## config.mk

```make
export PLATFORM = sky130hd
export DESIGN_NAME = rational_arith_reduce
export DESIGN_NICKNAME = d
export VERILOG_FILES = /design/src/hdl/rar_pkg.sv /design/src/hdl/rar_divider.sv /design/src/hdl/rar_datapath.sv /design/src/hdl/rar_control.sv /design/src/hdl/rational_arith_reduce.sv
export SDC_FILE = /design/constraint.sdc
export NUM_CORES = 2
export LEC_CHECK = 0
export ABC_AREA = 1
export ABC_CLOCK_PERIOD_IN_PS = 20200
export BUFFER_PORTS_ARGS = -buffer_cell sky130_fd_sc_hd__buf_4
export CAP_MARGIN = 20
export CORE_ASPECT_RATIO = 0.75
export CORE_UTILIZATION = 30
export DETAILED_ROUTE_END_ITERATION = 10
export GPL_ROUTABILITY_DRIVEN = 0
export PLACE_DENSITY_LB_ADDON = 0.15
export SETUP_SLACK_MARGIN = 0.15
export SLEW_MARGIN = 30
export SYNTH_ARGS = -nofsm -noshare
export SYNTH_HDL_FRONTEND = slang
export SYNTH_SLANG_ARGS = --single-unit
```

## constraint.sdc

```tcl
create_clock -name clock -period 20.2 [get_ports clock]
set_input_delay 2.02 -clock clock [delete_from_list [all_inputs] [get_ports clock]]
set_output_delay 2.02 -clock clock [all_outputs]
set_load 0.05 [all_outputs]
```

## src/hdl/rar_pkg.sv

```systemverilog
package rar_pkg;
   localparam int OPERAND_WIDTH = 16;
   localparam int PW = 2 * OPERAND_WIDTH + 2;   // raw value width, sign included
   localparam int NUM_W = 33;
   localparam int DEN_W = 32;
   localparam int CNT_W = $clog2(PW + 1);

   typedef enum logic [1:0] {
      OP_ADD = 2'd0, OP_SUB = 2'd1, OP_MUL = 2'd2, OP_DIV = 2'd3
   } op_type;

   typedef struct packed {
      op_type                           operation;
      logic signed [OPERAND_WIDTH-1:0] first_numerator;
      logic signed [OPERAND_WIDTH-1:0] first_denominator;
      logic signed [OPERAND_WIDTH-1:0] second_numerator;
      logic signed [OPERAND_WIDTH-1:0] second_denominator;
   } req_type;

   typedef struct packed {
      logic signed [NUM_W-1:0] result_numerator;
      logic signed [DEN_W-1:0] result_denominator;
      logic                    zero_divisor_fault;
   } rsp_type;

   // Divider operand selection.
   typedef enum logic [1:0] {
      DSEL_EUCLID = 2'd0, DSEL_NUM = 2'd1, DSEL_DEN = 2'd2
   } dsel_type;

   typedef struct packed {
      logic     load;        // capture request
      logic     mul2;        // form all three products
      logic     form;        // form raw values, seed Euclid pair
      logic     div_start;
      dsel_type div_sel;
      logic     euclid_step; // (x,y) <= (y, rem)
      logic     save_num;
      logic     save_den;
   } cmd_type;

   typedef struct packed {
      logic y_zero;
      logic div_done;
   } sts_type;
endpackage

```

## src/hdl/rar_divider.sv

```systemverilog
module rar_divider
   import rar_pkg::*;
(
   input  logic                 clock,
   input  logic                 reset,
   input  logic                 start,
   input  logic signed [PW-1:0] dividend,
   input  logic signed [PW-1:0] divisor,
   output logic                 done,
   output logic signed [PW-1:0] quotient,
   output logic signed [PW-1:0] remainder
);
   // Restoring shift-subtract divider, one quotient bit per cycle on magnitudes.
   logic [PW-1:0]    q_ff, q_in, r_ff, r_in, d_ff, d_in;
   logic             qn_ff, qn_in, rn_ff, rn_in, busy_ff, busy_in;
   logic [CNT_W-1:0] cnt_ff, cnt_in;
   logic [PW:0]      trial;
   logic             fin_ff;

   always_comb begin
      q_in = q_ff; r_in = r_ff; d_in = d_ff; qn_in = qn_ff; rn_in = rn_ff;
      busy_in = busy_ff; cnt_in = cnt_ff;
      trial = {1'b0, r_ff[PW-2:0], q_ff[PW-1]} - {1'b0, d_ff};
      if (start) begin
         q_in = dividend[PW-1] ? -dividend : dividend;
         d_in = divisor[PW-1] ? -divisor : divisor;
         r_in = '0;
         qn_in = dividend[PW-1] ^ divisor[PW-1];
         rn_in = dividend[PW-1];
         busy_in = 1'b1;
         cnt_in = CNT_W'(PW);
      end else if (busy_ff) begin
         if (!trial[PW]) begin
            r_in = trial[PW-1:0];
            q_in = {q_ff[PW-2:0], 1'b1};
         end else begin
            r_in = {r_ff[PW-2:0], q_ff[PW-1]};
            q_in = {q_ff[PW-2:0], 1'b0};
         end
         cnt_in = cnt_ff - 1'b1;
         if (cnt_ff == CNT_W'(1)) begin
            busy_in = 1'b0;
         end
      end
   end

   always_ff @(posedge clock) begin
      q_ff <= q_in; r_ff <= r_in; d_ff <= d_in; qn_ff <= qn_in; rn_ff <= rn_in;
      cnt_ff <= cnt_in;
      if (reset) begin
         busy_ff <= 1'b0;
         fin_ff  <= 1'b0;
      end else begin
         busy_ff <= busy_in;
         fin_ff  <= busy_ff && !busy_in;
      end
   end

   assign quotient  = qn_ff ? -q_ff : q_ff;
   assign remainder = rn_ff ? -r_ff : r_ff;
   assign done      = fin_ff;
endmodule

```

## src/hdl/rar_datapath.sv

```systemverilog
module rar_datapath
   import rar_pkg::*;
(
   input  logic    clock,
   input  logic    reset,
   input  req_type req,
   input  cmd_type cmd,
   output sts_type sts,
   output rsp_type rsp
);
   localparam int MW = 2 * OPERAND_WIDTH;
   req_type             req_ff;
   logic signed [MW-1:0] p1_ff, p2_ff, p3_ff;
   logic signed [PW-1:0] n_ff, d_ff, x_ff, y_ff;
   logic signed [PW-1:0] dv_a, dv_b, quo, rem;
   logic                 dv_done;
   rsp_type              rsp_ff;
   logic signed [OPERAND_WIDTH-1:0] m1a, m1b, m2a, m2b;

   // Three multipliers used in one step: a*d (or a*c), b*d (or b*c) and c*b.
   always_comb begin
      m1a = req_ff.first_numerator;
      m1b = (req_ff.operation == OP_MUL) ? req_ff.second_numerator
                                         : req_ff.second_denominator;
      m2a = req_ff.first_denominator;
      m2b = (req_ff.operation == OP_DIV) ? req_ff.second_numerator
                                         : req_ff.second_denominator;
   end

   always_ff @(posedge clock) begin
      if (cmd.load) req_ff <= req;
      if (cmd.mul2) begin
         p1_ff <= m1a * m1b;
         p2_ff <= m2a * m2b;
         p3_ff <= req_ff.second_numerator * req_ff.first_denominator;
      end
      if (cmd.form) begin
         unique case (req_ff.operation)
            OP_ADD:  n_ff <= PW'(p1_ff) + PW'(p3_ff);
            OP_SUB:  n_ff <= PW'(p1_ff) - PW'(p3_ff);
            default: n_ff <= PW'(p1_ff);
         endcase
         d_ff <= PW'(p2_ff);
         x_ff <= (req_ff.operation == OP_SUB || req_ff.operation == OP_ADD)
                 ? ((req_ff.operation == OP_ADD) ? PW'(p1_ff) + PW'(p3_ff)
                                                 : PW'(p1_ff) - PW'(p3_ff))
                 : PW'(p1_ff);
         y_ff <= PW'(p2_ff);
      end
      if (cmd.euclid_step) begin
         x_ff <= y_ff;
         y_ff <= rem;
      end
      if (cmd.save_num) begin
         rsp_ff.result_numerator   <= (x_ff == '0) ? '0 : NUM_W'(quo);
         rsp_ff.zero_divisor_fault <= (x_ff == '0);
      end
      if (cmd.save_den) rsp_ff.result_denominator <= (x_ff == '0) ? '0 : DEN_W'(quo);
   end

   always_comb begin
      unique case (cmd.div_sel)
         DSEL_NUM: begin dv_a = n_ff; dv_b = (x_ff == '0) ? PW'(1) : x_ff; end
         DSEL_DEN: begin dv_a = d_ff; dv_b = (x_ff == '0) ? PW'(1) : x_ff; end
         default:  begin dv_a = x_ff; dv_b = y_ff; end
      endcase
   end

   rar_divider u_div (
      .clock(clock), .reset(reset), .start(cmd.div_start),
      .dividend(dv_a), .divisor(dv_b),
      .done(dv_done), .quotient(quo), .remainder(rem)
   );

   assign sts.y_zero   = (y_ff == '0);
   assign sts.div_done = dv_done;
   assign rsp = rsp_ff;
endmodule

```

## src/hdl/rar_control.sv

```systemverilog
module rar_control
   import rar_pkg::*;
(
   input  logic    clock,
   input  logic    reset,
   input  logic    req_valid,
   output logic    req_stall,
   output logic    rsp_valid,
   input  logic    rsp_stall,
   input  sts_type sts,
   output cmd_type cmd
);
   typedef enum logic [7:0] {
      S_IDLE = 8'b0000_0001, S_MUL = 8'b0000_0010, S_FORM = 8'b0000_0100,
      S_TEST = 8'b0000_1000, S_EDIV = 8'b0001_0000, S_NDIV = 8'b0010_0000,
      S_DDIV = 8'b0100_0000, S_OUT  = 8'b1000_0000
   } state_type;

   state_type state_ff, state_in;
   logic      wait_ff, wait_in;   // divider launched, waiting for done

   always_comb begin
      state_in = state_ff;
      wait_in  = wait_ff;
      cmd      = '0;
      cmd.div_sel = DSEL_EUCLID;
      unique case (state_ff)
         S_IDLE: if (req_valid) begin cmd.load = 1'b1; state_in = S_MUL; end
         S_MUL:  begin cmd.mul2 = 1'b1; state_in = S_FORM; end
         S_FORM: begin cmd.form = 1'b1; state_in = S_TEST; end
         S_TEST: begin
            if (sts.y_zero) state_in = S_NDIV;
            else state_in = S_EDIV;
            wait_in = 1'b0;
         end
         S_EDIV: begin
            if (!wait_ff) begin cmd.div_start = 1'b1; wait_in = 1'b1; end
            else if (sts.div_done) begin
               cmd.euclid_step = 1'b1; state_in = S_TEST;
            end
         end
         S_NDIV: begin
            cmd.div_sel = DSEL_NUM;
            if (!wait_ff) begin cmd.div_start = 1'b1; wait_in = 1'b1; end
            else if (sts.div_done) begin
               cmd.save_num = 1'b1; wait_in = 1'b0; state_in = S_DDIV;
            end
         end
         S_DDIV: begin
            cmd.div_sel = DSEL_DEN;
            if (!wait_ff) begin cmd.div_start = 1'b1; wait_in = 1'b1; end
            else if (sts.div_done) begin
               cmd.save_den = 1'b1; wait_in = 1'b0; state_in = S_OUT;
            end
         end
         S_OUT:  if (!rsp_stall) state_in = S_IDLE;
         default: state_in = S_IDLE;
      endcase
   end

   always_ff @(posedge clock) begin
      if (reset) begin
         state_ff <= S_IDLE;
         wait_ff  <= 1'b0;
      end else begin
         state_ff <= state_in;
         wait_ff  <= wait_in;
      end
   end

   assign req_stall = (state_ff != S_IDLE);
   assign rsp_valid = (state_ff == S_OUT);
endmodule

```

## src/hdl/rational_arith_reduce.sv

```systemverilog
// Reduces the sum, difference, product or quotient of two signed 16-bit
// fractions by the signed greatest common divisor of the raw 34-bit result.
// One request is taken at a time. A request is taken, its products and raw
// values are formed and the Euclid pair is tested; each Euclid remainder step
// then runs in the shared shift-subtract divider, followed by the two final
// divides and the handover of the response. The response is held until taken.
// A zero greatest common divisor (both raw values zero) returns 0/0 with the
// fault flag set.
module rational_arith_reduce
   import rar_pkg::*;
(
   input  logic    clock,
   input  logic    reset,
   input  logic    req_valid,
   output logic    req_stall,
   input  req_type req_data,
   output logic    rsp_valid,
   input  logic    rsp_stall,
   output rsp_type rsp_data
);
   cmd_type cmd;
   sts_type sts;

   // The controller sequences; the datapath holds operands and the divider.
   rar_control u_ctl (
      .clock(clock), .reset(reset), .req_valid(req_valid), .req_stall(req_stall),
      .rsp_valid(rsp_valid), .rsp_stall(rsp_stall), .sts(sts), .cmd(cmd)
   );

   rar_datapath u_dp (
      .clock(clock), .reset(reset), .req(req_data), .cmd(cmd), .sts(sts),
      .rsp(rsp_data)
   );
endmodule

```

=== Word-level counts from Yosys, hierarchy flattened ===
Cells that the tools add are included.

* Input port bits: 70
* Flip-flop bits (word level): 483

* Muxes and demuxes: 48
* $mul: 3
* Bitwise gates (word level): 1
* Add/subtract/negate cells: 8
* Equal/unequal tests: 23
* Reductions and logical operators: 13

{| class="wikitable"
|+ Operators by type and width
! operator !! count
|-
| 34-bit 2-to-1 mux || 13
|-
| 34-bit case mux with 2 select lines || 2
|-
| 34-bit negation || 3
|-
| 16-bit by 16-bit multiplier with 32-bit output || 3
|-
| 34-bit zero test || 2
|-
| 33-bit 2-to-1 mux || 2
|-
| 8-bit 2-to-1 mux || 8
|-
| 8-bit case mux with 8 select lines || 1
|-
| 34-bit by 34-bit subtractor with 35-bit output || 1
|-
| 32-bit by 32-bit adder with 33-bit output || 1
|-
| 33-bit negation || 1
|-
| 32-bit by 32-bit subtractor with 33-bit output || 1
|-
| 16-bit 2-to-1 mux || 2
|-
| 1-bit 2-to-1 mux || 17
|-
| 2-bit by 1-bit != test with 1-bit output, second input constant || 6
|-
| 8-bit by 1-bit == test with 1-bit output, second input constant || 1
|-
| 8-bit by 2-bit == test with 1-bit output, second input constant || 1
|-
| 8-bit by 3-bit == test with 1-bit output, second input constant || 1
|-
| 8-bit by 4-bit == test with 1-bit output, second input constant || 1
|-
| 8-bit by 5-bit == test with 1-bit output, second input constant || 1
|-
| 8-bit by 6-bit == test with 1-bit output, second input constant || 1
|-
| 8-bit by 7-bit == test with 1-bit output, second input constant || 1
|-
| 8-bit == test, second input constant || 1
|-
| 8-bit by 1-bit != test with 1-bit output, second input constant || 1
|-
| 18 further kinds || 24
|}

=== Longest topological paths before layout ===
* Word-level depth: 7
* Mapped depth: 33
* Mapped depth without buffers: 30

=== By module ===
A second synthesis with hierarchy kept.

* Cell total of the unflattened synthesis: 7,639
* Area, all modules: 60,641.9 µm²

{| class="wikitable"
|+ Modules (own cells, without submodules)
! module !! times used !! cells each !! area an instance (µm²)
|-
| rar_datapath || 1 || 5,818 || 49,034.5
|-
| rar_divider || 1 || 1,722 || 10,946.7
|-
| rar_control || 1 || 99 || 660.6
|}

=== Worst setup path after synthesis ===
OpenSTA, ideal clock, no wires.

* Path kind: register to register
* Start: register u_ctl.state_ff[6]
* End: register u_ctl.state_ff[7]
* Required time: 20,114 ps
* Slack: 9,425 ps
* Buffers on the path: 0
* Arrival time: 10,689 ps
* Library setup time: 86 ps
* Stages on the path, launching flop included: 10
* Path through: dfxtp_1 -> nor2_1 -> nand2_1 -> nor4_1 -> inv_1 -> nand2_1 -> nor3_1 -> nand2_1 -> nand2_1 -> a211oi_1

* Cells in the longest elaborated chain, start to end: 3
* Elaborated cells on any way between the ends: 18
* Classes of those cells: 16 x eq/ne; 1 x mux; 1 x reduce/logical

{| class="wikitable"
|+ Ends and longest elaborated chain
! element !! line !! RTL
|-
| from (decl) || rar_control.sv:19 || <nowiki>state_type state_ff, state_in;</nowiki>
|-
| from (signal assigned) || rar_control.sv:66 || <nowiki>state_ff <= state_in;</nowiki>
|-
| 8-bit by 7-bit == test with 1-bit output, or another cell as far along || rar_control.sv:27 || <nowiki>unique case (state_ff)</nowiki>
|-
| 2-bit by 1-bit != test with 1-bit output (no line) or 2-bit != test (tied branches) || -- ||
|-
| 8-bit AND reduction (no line) || -- ||
|}

Parallel ways exist; a longest one is shown, timed or not.
A chain may end at the register's enable or synchronous reset.

=== Worst setup path after layout ===
* Start: register u_dp.req_ff[64] in the netlist's numbering
* End: register u_dp.p1_ff[27] (data pin)

* Cells in the longest elaborated chain, start to end: 3

{| class="wikitable"
|+ Ends and longest elaborated chain
! element !! line !! RTL
|-
| from (decl) || rar_datapath.sv:12 || <nowiki>req_type req_ff;</nowiki>
|-
| from (signal assigned) || rar_datapath.sv:31 || <nowiki>if (cmd.load) req_ff <= req;</nowiki>
|-
| 2-bit == test || rar_datapath.sv:23 || <nowiki>m1b = (req_ff.operation == OP_MUL) ? req_ff.second_numerator</nowiki>
|-
| 16-bit 2-to-1 mux || rar_datapath.sv:23 ||
|-
| 16-bit by 16-bit multiplier with 32-bit output || rar_datapath.sv:33 || <nowiki>p1_ff <= m1a * m1b;</nowiki>
|-
| to (signal assigned) || rar_datapath.sv:33 ||
|-
| to (decl) || rar_datapath.sv:13 || <nowiki>logic signed [MW-1:0] p1_ff, p2_ff, p3_ff;</nowiki>
|}

Every way passes these cells.

==> results_dict.tcl <==
set metrics [dict create \
    status "finished, final reports clean" \
    fin_crit_sh_pct 38.9 \
    synthToLayoutAreaGrowth_pct 10.2 \
    max_freq_mhz 127 \
    mostFrequentLayoutCell "nand2_1" \
    startpoint "u_dp.req_ff[64]" \
    cts_tree "yes" \
    grt_pass1_wl_microns 302000 \
    cts_hold_buffers 0 \
    clk_latency_ns 0.75 \
    synth.yosys.seq_area_share_pct 23.8 \
    cts_buffers 58 \
    cts.repair.resized 0 \
    post-route-drc-count 0 \
    start_util_pct 30.2 \
    io_buffers 137 \
    rows 140 \
    vias 47200 \
    synth_area_sq_um 58700 \
    antenna_found_initial 2 \
    wire_per_inst_microns 20.1 \
    fin_setup_tns_ns 0 \
    worst_slack_ns 12.35 \
    dieHeight_microns 385 \
    totalWireLength_microns 198000 \
    n_fill_cell 20600 \
    hpwl_microns 160000 \
    fin_crit_ns 7.85 \
    finalMaxSlewViolations 0 \
    cts.clk_slew.worst_paths_ns 0.06 \
    r2r_start "u_dp.req_ff[64]" \
    core_area_sq_um 194000 \
    async_reset_ff_share_pct 0 \
    drive_above_1_share_pct 5.48 \
    startpoint_type "flip-flop" \
    ant_nets 0 \
    synth_fp_nets 8421 \
    grt_max_degree 101 \
    cts_htree_levels 2 \
    pre_cts_slack_ns 12.40 \
    crit_path_end "u_dp.p1_ff[27]" \
    critPathArrivalTime_ns 8.38 \
    crit_fanout 30 \
    viasPerCell 4.78 \
    first_iter_violations 4047 \
    dieWidth_microns 513 \
    grt_remaining_overflow 0 \
    yosys_warnings 0 \
    synth_cells 7209 \
    fin_skew_ns 0.0921 \
    yosysUniqueCellTypes 58 \
    reg2regPathDepth 24 \
    firstDrtPassIters 6 \
    finalHoldViolCount 0 \
    synthFlopType "edfxtp_1" \
    r2r_slack_ns 12.35 \
    critPathKind "reg2reg" \
    hold_path_class "reg2reg" \
    syn_area_per_cell_sq_um 8.14 \
    rsz0062_at_grt "false" \
    slew_headroom_pct 31.4 \
    post_cts.repair.setup_buffers 0 \
    final_cell_mix "1,586 x nand2_1, 1,572 x inv_1, 789 x fa_1" \
    ys_seq_elements 482 \
    cts_buffer_depth 3 \
    ios 138 \
    grt_pass1_vias 47600 \
    cp.required_ns 20.73 \
    die-area_sq_um 197000 \
    crit-reg2reg-capture "u_dp.p1_ff[27]" \
    drv_cap 0 \
    cts_sinks 482 \
    tightest_slew_ns 1.02 \
    grt_use_total_pct 20.2 \
    final_nets 8479 \
    synth_edf_count 431 \
    cp-end-kind "flip-flop" \
    setup_viol 0 \
    cts-root-buf "clkbuf_16" \
]
-- cells by family (layout without fill, tap and decap cells) --
kind of cell,count (synthesis),count (layout),share of synthesized area [%]
and+or+nand+nor,2788,2788,19.4
DFF,482,482,23.8
xor gates and xnor gates,206,206,3.08
AOI/OAI and AO/OA,774,774,7.40
buffers and inverters,1817,1923,11.9
adders and majority gates,1142,1142,34.5
other,0,1,0
-- state kept, by name (all words and copies together), names as in the netlist, 33 cells and up --
name and count:
u_dp.y_ff 34, u_dp.req_ff 34, u_dp.n_ff 33, u_dp.u_div.q_ff 34
u_dp.u_div.r_ff 34, u_dp.x_ff 34, u_dp.u_div.d_ff 34, u_dp.rsp 66
-- stage by stage --
stage	util (%)	hold slack (ns)	area, sq um	std cells
global placement	32.2	0.443	62500	9758
finish	33.3	0.459	64600	9872
CTS	33.3	0.464	64600	9871
detailed placement	32.3	0.446	62700	9763
global route	33.3	0.473	64600	9871
floorplan	-	0.427	58700	7209
-- metal layers --
metal / vias to the layer above / share of wire (%) / GRT usage [%]
li1: 22300 / - / -
met1: 23400 / 50 / 30.7
met2: 1328 / 43 / 31.0
met3: 145 / 5.8 / 2.39
met4: 0 / 1.4 / 3.11
met5: - / 0 / 0
-- Yosys cell counts (4+ instances only) --
cell type  number  area share [%]
a211oi_1        4           0.051
a21boi_0       22            0.28
a21o_1         23            0.29
a21oi_1       231             2.0
a31oi_1        28            0.30
and3_1          7           0.075
buf_1          17            0.11
buf_2          28            0.24
buf_6          10            0.19
clkbuf_1      159             1.0
clkinv_1       18            0.12
dfxtp_1        51             1.7
edfxtp_1      431              22
fa_1          789              27
ha_1          353             7.5
inv_1        1576              10
inv_2           5           0.032
nand2_1      1587              10
nand2_2         7           0.075
nand3_1       322             2.7
nand3_2         5           0.085
nand3b_1        8            0.10
nand4_1        59            0.63
nor2_1        678             4.3
nor2_2         11            0.12
nor3_1         53            0.45
nor3_2          8            0.14
nor4_1         21            0.22
o211ai_1       31            0.40
o21a_1         10            0.13
o21ai_0       312             2.7
o21ai_1        50            0.43
o21ai_2        20            0.30
o21bai_1       22            0.28
o31ai_1         5           0.064
or2_2          15            0.16
xnor2_1        80             1.2
xor2_1        126             1.9
-- critical path, stage by stage, from the launching register on --
cell and delay (ns):
edfxtp_1 0.47, nor2_1 0.43, inv_1 0.50, or2_2 0.43
o21a_1 0.12, inv_1 0.49, nor2_1 0.16, inv_1 0.17
fa_1 0.40, inv_1 0.11, fa_1 0.63, fa_1 0.54
fa_1 0.51, fa_1 0.49, inv_1 0.06, fa_1 0.48
inv_1 0.06, ha_1 0.43, nand2_1 0.15, nor3_1 0.25
nand2_1 0.09, o211ai_1 0.30, nand2_1 0.08, nand2_1 0.08
xor2_1 0.28
-- layout make-up --
class / instances / area (sq um) / share of cell area, %
timing repair buffer: 215 / 1700 / 2.63
clock inverter: 42 / 462 / 0.714
antenna: 1 / 2.50 / 0.00387
inverter: 1600 / 6010 / 9.30
tap: 2556 / 3200 / 4.95
multi-input combinational: 4910 / 37800 / 58.5
clock buffer: 66 / 1480 / 2.29
sequential: 482 / 14000 / 21.6
-- worst min path at each step --
stage	from	end	slack, ns	cells past startpoint
after floorplan	u_dp.p2_ff[0]	u_dp.d_ff[0]	0.43	0
after global placement	u_dp.p2_ff[0]	u_dp.d_ff[0]	0.44	0
after CTS	u_dp.p2_ff[0]	u_dp.d_ff[0]	0.46	0
final	u_dp.p2_ff[2]	u_dp.d_ff[2]	0.46	0
after detailed placement	u_dp.p2_ff[7]	u_dp.d_ff[7]	0.45	0
after global routing	u_dp.p2_ff[2]	u_dp.d_ff[2]	0.47	0
Power is not shown: default switching activity piles up to over one toggle a cycle in this logic, so the estimate is an artifact.
